==> src/rtl/rcsort_pkg.sv <==
// Shared types and constants for the record insertion sorter.
// Holds operation and status codes, and the command and status structs
// that join the controller and the datapath. No dependencies.
package rcsort_pkg;

	localparam int MAX_RECORDS_DEF  = 256;
	localparam int RECORD_BYTES_DEF = 8;

	localparam int OP_W  = 2;
	localparam int REC_W = 64;
	localparam int ST_W  = 2;

	localparam logic [OP_W-1:0] OP_INSERT = 2'd0;
	localparam logic [OP_W-1:0] OP_READ   = 2'd1;
	localparam logic [OP_W-1:0] OP_CLEAR  = 2'd2;

	localparam logic [ST_W-1:0] ST_OK    = 2'd0;
	localparam logic [ST_W-1:0] ST_FULL  = 2'd1;
	localparam logic [ST_W-1:0] ST_EMPTY = 2'd2;

	typedef enum logic [1:0] {
		RES_OK,
		RES_FULL,
		RES_EMPTY,
		RES_READ
	} res_t;

	typedef enum logic [1:0] {
		RA_CNT_M1,
		RA_IDX_M2,
		RA_PTR
	} raddr_sel_t;

	typedef struct packed {
		logic       capture;
		logic       rd_en;
		raddr_sel_t rd_sel;
		logic       wr_shift;
		logic       wr_place;
		logic       count_clear;
		logic       ptr_clear;
		logic       ptr_inc;
		logic       out_load;
		res_t       res;
	} cmd_t;

	typedef struct packed {
		logic full;
		logic count_zero;
		logic ptr_ok;
		logic key_gt;
		logic idx_one;
	} stat_t;

endpackage

==> src/rtl/rcsort_ctrl.sv <==
// Controller of the record insertion sorter: sequences insert scans,
// reads, clears and the hand-off to the result register.
// Depends on rcsort_pkg; drives rcsort_dp through cmd_t.
module rcsort_ctrl
	import rcsort_pkg::*;
(
	input  logic            clk,
	input  logic            arst_n,
	input  logic            req_valid,
	output logic            req_ready,
	input  logic [OP_W-1:0] operation,
	output logic            rsp_valid,
	input  logic            rsp_ready,
	input  stat_t           stat,
	output cmd_t            cmd
);

	typedef enum logic [2:0] {
		S_IDLE,
		S_SCAN,
		S_PLACE,
		S_RDWAIT,
		S_FINISH
	} state_t;

	state_t state_q;
	state_t state_d;
	res_t   res_q;
	res_t   res_d;
	logic   out_valid_q;

	assign req_ready = state_q == S_IDLE;
	assign rsp_valid = out_valid_q;

	always_comb begin
		cmd     = '0;
		cmd.res = res_q;
		state_d = state_q;
		res_d   = res_q;
		case (state_q)
			S_IDLE: begin
				if (req_valid) begin
					cmd.capture = 1'b1;
					state_d     = S_FINISH;
					res_d       = RES_OK;
					case (operation)
						OP_INSERT: begin
							cmd.ptr_clear = 1'b1;
							if (stat.full) begin
								res_d = RES_FULL;
							end else if (stat.count_zero) begin
								state_d = S_PLACE;
							end else begin
								cmd.rd_en  = 1'b1;
								cmd.rd_sel = RA_CNT_M1;
								state_d    = S_SCAN;
							end
						end
						OP_READ: begin
							if (stat.ptr_ok) begin
								cmd.rd_en  = 1'b1;
								cmd.rd_sel = RA_PTR;
								res_d      = RES_READ;
								state_d    = S_RDWAIT;
							end else begin
								res_d = RES_EMPTY;
							end
						end
						OP_CLEAR: begin
							cmd.count_clear = 1'b1;
							cmd.ptr_clear   = 1'b1;
						end
						default: begin
							res_d = RES_OK;
						end
					endcase
				end
			end
			S_SCAN: begin
				if (stat.key_gt) begin
					cmd.wr_shift = 1'b1;
					if (stat.idx_one) begin
						state_d = S_PLACE;
					end else begin
						cmd.rd_en  = 1'b1;
						cmd.rd_sel = RA_IDX_M2;
					end
				end else begin
					cmd.wr_place = 1'b1;
					state_d      = S_FINISH;
				end
			end
			S_PLACE: begin
				cmd.wr_place = 1'b1;
				state_d      = S_FINISH;
			end
			S_RDWAIT: begin
				state_d = S_FINISH;
			end
			S_FINISH: begin
				if (!out_valid_q || rsp_ready) begin
					cmd.out_load = 1'b1;
					cmd.ptr_inc  = res_q == RES_READ;
					state_d      = S_IDLE;
				end
			end
			default: begin
				state_d = S_IDLE;
			end
		endcase
	end

	always_ff @(posedge clk or negedge arst_n) begin
		if (!arst_n) begin
			state_q     <= S_IDLE;
			res_q       <= RES_OK;
			out_valid_q <= 1'b0;
		end else begin
			state_q <= state_d;
			res_q   <= res_d;
			if (cmd.out_load) begin
				out_valid_q <= 1'b1;
			end else if (rsp_ready) begin
				out_valid_q <= 1'b0;
			end
		end
	end

endmodule

==> config.mk <==
export PLATFORM = sky130hd
export DESIGN_NAME = rcsort_ctrl
export DESIGN_NICKNAME = d
export VERILOG_FILES = /design/src/rtl/rcsort_pkg.sv /design/src/rtl/rcsort_ctrl.sv
export SDC_FILE = /design/constraint.sdc
export NUM_CORES = 1
export LEC_CHECK = 0
export ABC_CLOCK_PERIOD_IN_PS = 1950
export BUFFER_PORTS_ARGS = -buffer_cell sky130_fd_sc_hd__buf_2
export CAP_MARGIN = 20
export CORE_AREA = 2 2 39 41
export CTS_CLUSTER_SIZE = 30
export DETAILED_ROUTE_END_ITERATION = 8
export DIE_AREA = 0 0 41 43
export PLACE_DENSITY_LB_ADDON = 0.05
export SKIP_LAST_GASP = 1
export SLEW_MARGIN = 15
export SYNTH_ARGS = -nofsm -noshare
export SYNTH_HDL_FRONTEND = slang
export SYNTH_SLANG_ARGS = --single-unit
export TNS_END_PERCENT = 5
==> constraint.sdc <==
create_clock -name clk -period 1.95 [get_ports clk]
set_input_delay 0.39 -clock clk [delete_from_list [all_inputs] [get_ports clk]]
set_output_delay 0.39 -clock clk [all_outputs]
set_load 0.01 [all_outputs]
# Word level (Yosys, flattened, before mapping)
# Cells that the tools add are included.
# W data, S select, Z words.
[op_classes] mux=32 n_reduce_logical=9 eq_ne=10
[op_table] op="$mux W3" count=10
[op_table] op="$pmux W3 S2" count=3
[op_table] op="$pmux W3 S4" count=1
[op_table] op="$mux W2" count=5
[op_table] op="$mux W1" count=9
[op_table] op="$mux W4" count=2
[op_table] op="$eq A3 B2 Y1 const B" count=2
[op_table] op="$eq A2 B2 Y1 const B" count=2
[op_table] op="$ne A2 B2 Y1 const B" count=2
[op_table] op="$pmux W2 S2" count=1
[op_table] op="$reduce_or A2 Y1" count=2
[op_table] op="$eq A3 B1 Y1 const B" count=1
[op_table] op="$eq A3 B3 Y1 const B" count=1
[op_table] op="$logic_not A3 Y1" count=1
[op_table] op="$ne A3 B3 Y1 const B" count=1
[op_table] op="$reduce_and A3 Y1" count=1
[op_table] op="$eq A2 B1 Y1 const B" count=1
[op_table] op="$logic_not A2 Y1" count=1
[op_table] op="$pmux W1 S2" count=1
[op_table] op="$reduce_and A2 Y1" count=1
[op_table] op="$reduce_bool A2 Y1" count=1
[op_table] op="$logic_not A1 Y1" count=1
[op_table] op="$logic_or A1 B1 Y1" count=1
[word_totals] word_cells=54 reg_bits=6 inputBits=11

# Longest topological paths before layout
[logic_depth] word_depth=5 mapped_depth=5 mapped_depth_nobuf=4

# Least setup slack after synthesis
# Ideal clock, no wire load.
[synth_timing] path_type="register to output" start="reg state_q[2]" end="out cmd[10] in the netlist's numbering" path_slack_ps=277 stages_incl_launch_ff=5 arrival_time_ps=1283 t_required_ps=1560 n_path_buf=1 cell_sequence="dfrtp_1 buf_6 nor3_4 nand2_4 o31ai_1"
[synth_lines] item="start, declared" line_no="rcsort_ctrl.sv:26" rtl="state_t state_q;"
[synth_lines] item="start signal, assigned" line_no="rcsort_ctrl.sv:119" rtl="state_q <= state_d;"
[synth_lines] item="end, declared" line_no="rcsort_ctrl.sv:15" rtl="output cmd_t cmd"

==> results.json <==
{
  "synth-edff-count": 0,
  "coreArea_sq_um": 1384,
  "skew_ns": 0.002351,
  "antenna_found_initial": 0,
  "endpoint_kind": "output port",
  "clkTransAtPathRegs_ns": 0.04,
  "p_leak_nw": 0.3586,
  "start_util": 0.3228,
  "overflow": 0,
  "drive_gt1_frac": 0.4828,
  "cts_tree": "built",
  "cts_htree_levels": 1,
  "synth_cells": 53,
  "ant_nets": 0,
  "final_hold_viol_count": 0,
  "peakVddDrop_v": 0.0006337,
  "die_h_um": 43,
  "power_density_nw_per_um2": 1124,
  "synth_area_per_cell_sq_um": 8.428,
  "whs_ns": 0.4008,
  "syn_nets": 64,
  "dr.pass1.iters": 3,
  "grt_usage": 0.1431,
  "drv_slew": 0,
  "clk_latency_ns": 0.24,
  "rows": 14,
  "synthArstFlopShare": 1.000,
  "crit_arrival_ns": 1.48,
  "startpoint_type": "register",
  "vias_per_cell": 4.883,
  "clockBufferDepth": 2,
  "relSlewSlack": 0.8106,
  "regToRegEndpoint": "state_q[2]",
  "die_w_um": 41,
  "synthTopCellsByArea": "dfrtp_1, buf_6, nor2_1, o31ai_1, nor3_1",
  "placed_area_sq_um": 564.3,
  "cp_data_required_time_ns": 1.56,
  "drc": 0,
  "yosysWarnings": 0,
  "nFillCells": 163,
  "design_area_sq_um": 663.1,
  "drt-total-wl_um": 1100,
  "hold_class": "input pin to register",
  "die-area_sq_um": 1763,
  "ff2ff_path_depth": 5,
  "setup_tns_ns": 0,
  "place.gp.congestion": 0.6325,
  "synth_top_area_cell": "dfrtp_1",
  "ys_types": 24,
  "pin_count": 25,
  "numCtsBuffers": 3,
  "min_period_ns": 1.871,
  "tightest_slew_ns": 0.2832,
  "crit_end": "cmd[10]",
  "drt_iter0_markers": 5,
  "vias": 503,
  "ys_seq_elements": 6,
  "setup_violations": 0,
  "cts.sinks": 6,
  "dp_hpwl_um": 825.3,
  "grt_max_degree": 11,
  "synthFlopType": "dfrtp_1",
  "status": "completed",
  "cap_violations": 0,
  "startpoint": "state_q[2]",
  "nets": 100,
  "ys_seq_area_frac": 0.3361,
  "cts_root_buffer": "clkbuf_4",
  "syn_area_sq_um": 446.7,
  "ff2ff_setup_slack_ns": 0.62,
  "fin_crit_sh": 0.9597,
  "worst-path-max-fanout": 6,
  "power_mw": 0.7450,
  "area_delta_synth_final_pct": 48.46,
  "grt_pass1_vias": 422,
  "num_antenna_cells": 0,
  "max_freq_mhz": 534.4,
  "synth_top_area_share": 0.3361,
  "portBuffers": 24,
  "critical_path_class": "register to output port",
  "wl_per_cell_um": 10.68,
  "synthTopCellsByCount": "dfrtp_1, nor2_1, inv_1, nand2_1, nor3_1",
  "grt_first_pass_wirelength_um": 1704,
  "r2r_start": "state_q[2]"
}
==> per-stage QoR <==
step,setup slack [ns],util,std cells
floorplan,0.2770,-,53
global placement,0.2847,0.4078,91
detailed placement,0.2642,0.4078,91
CTS,0.01284,0.4313,95
global route,-0.01068,0.4792,103
finish,0.07866,0.4792,103
==> cells by family after synthesis <==
| kind of cell | count (synthesis) | synth area share |
|---|---|---|
| AO/OA/AOI/OAI | 13 | 0.1961 |
| buffers and inverters | 7 | 0.09244 |
| flip-flops | 6 | 0.3361 |
| multiplexers | 1 | 0.02241 |
| AND/OR/NAND/NOR | 26 | 0.3530 |
==> flip-flops by register name (all words and copies together) (netlist names) <==
signal,cells
rsp_valid,1
state_q,3
res_q,2
==> per-layer routing <==
layer / share of wire / global-route usage / wire, um
met5: 0 / 0 / 0
met4: 0 / 0.06000 / 0
met3: 0.085 / 0.06806 / 93
met2: 0.46 / 0.1938 / 511
met1: 0.45 / 0.1889 / 495
==> cell usage in the layout, fill, tap and decap left out <==
cell type	instances
buf_2	24
nor3b_1	1
and4bb_4	1
nor3_4	1
nand2b_1	1
nand2b_2	1
o311ai_1	1
o31ai_1	2
a21oi_1	3
nand2_2	1
nor2_1	6
a22o_1	1
and3_1	1
dfrtp_2	2
o21ai_0	2
dlygate4sd3_1	1
nand3_1	1
clkbuf_4	3
o31a_1	1
dfrtp_1	4
a32oi_1	1
inv_1	5
o21ai_1	1
mux2i_1	1
nor2b_1	3
nor3_1	4
nand2_4	1
buf_4	7
o31ai_2	1
nand2_1	5
==> timing repair <==
action                                  CTS  global route
gates resized for setup                   0             3
hold endpoints to repair                  6             0
endpoints found under the setup margin    1             3
setup buffers                             0             7
pin swaps                                 1             2
cloned                                    0             1
hold buffers                              1             0
==> power by group <==
part / internal, mW / leakage (nW) / switching (mW)
combinational: 0.221 / 0.269 / 0.198
clock: 0.0694 / 0.0138 / 0.0419
sequential: 0.168 / 0.0759 / 0.0461
total: 0.459 / 0.359 / 0.286
==> critical path, cell delays in order, from the launching register on <==
cell	delay [ns]
dfrtp_2	0.44
nor3_4	0.31
nand2_4	0.11
o31ai_2	0.21
buf_2	0.16
==> final cells by class <==
| cell class | count | area (sq um) | area share |
|---|---|---|---|
| clock buffers | 3 | 22.52 | 0.03396 |
| inverters | 5 | 18.77 | 0.02830 |
| multi-input cells | 41 | 266.5 | 0.4019 |
| flip-flops and latches | 6 | 152.6 | 0.2302 |
| well taps | 16 | 20.02 | 0.03019 |
| repair buffers | 32 | 182.7 | 0.2755 |
==> how the worst min path moves through the flow <==
| stage | from | to | slack [ns] | cells after the start |
|---|---|---|---|---|
| finish | operation[1] | res_q[0] | 0.40 | 2 |
| global route | operation[1] | res_q[0] | 0.41 | 2 |
| CTS | operation[1] | res_q[0] | 0.39 | 2 |
| detailed placement | arst_n | res_q[1] | 0.22 | 1 |
| global placement | arst_n | res_q[1] | 0.22 | 1 |
| floorplan | arst_n | res_q[0] | 0.09 | 0 |
No activity file was read; power rests on OpenSTA's default activity.
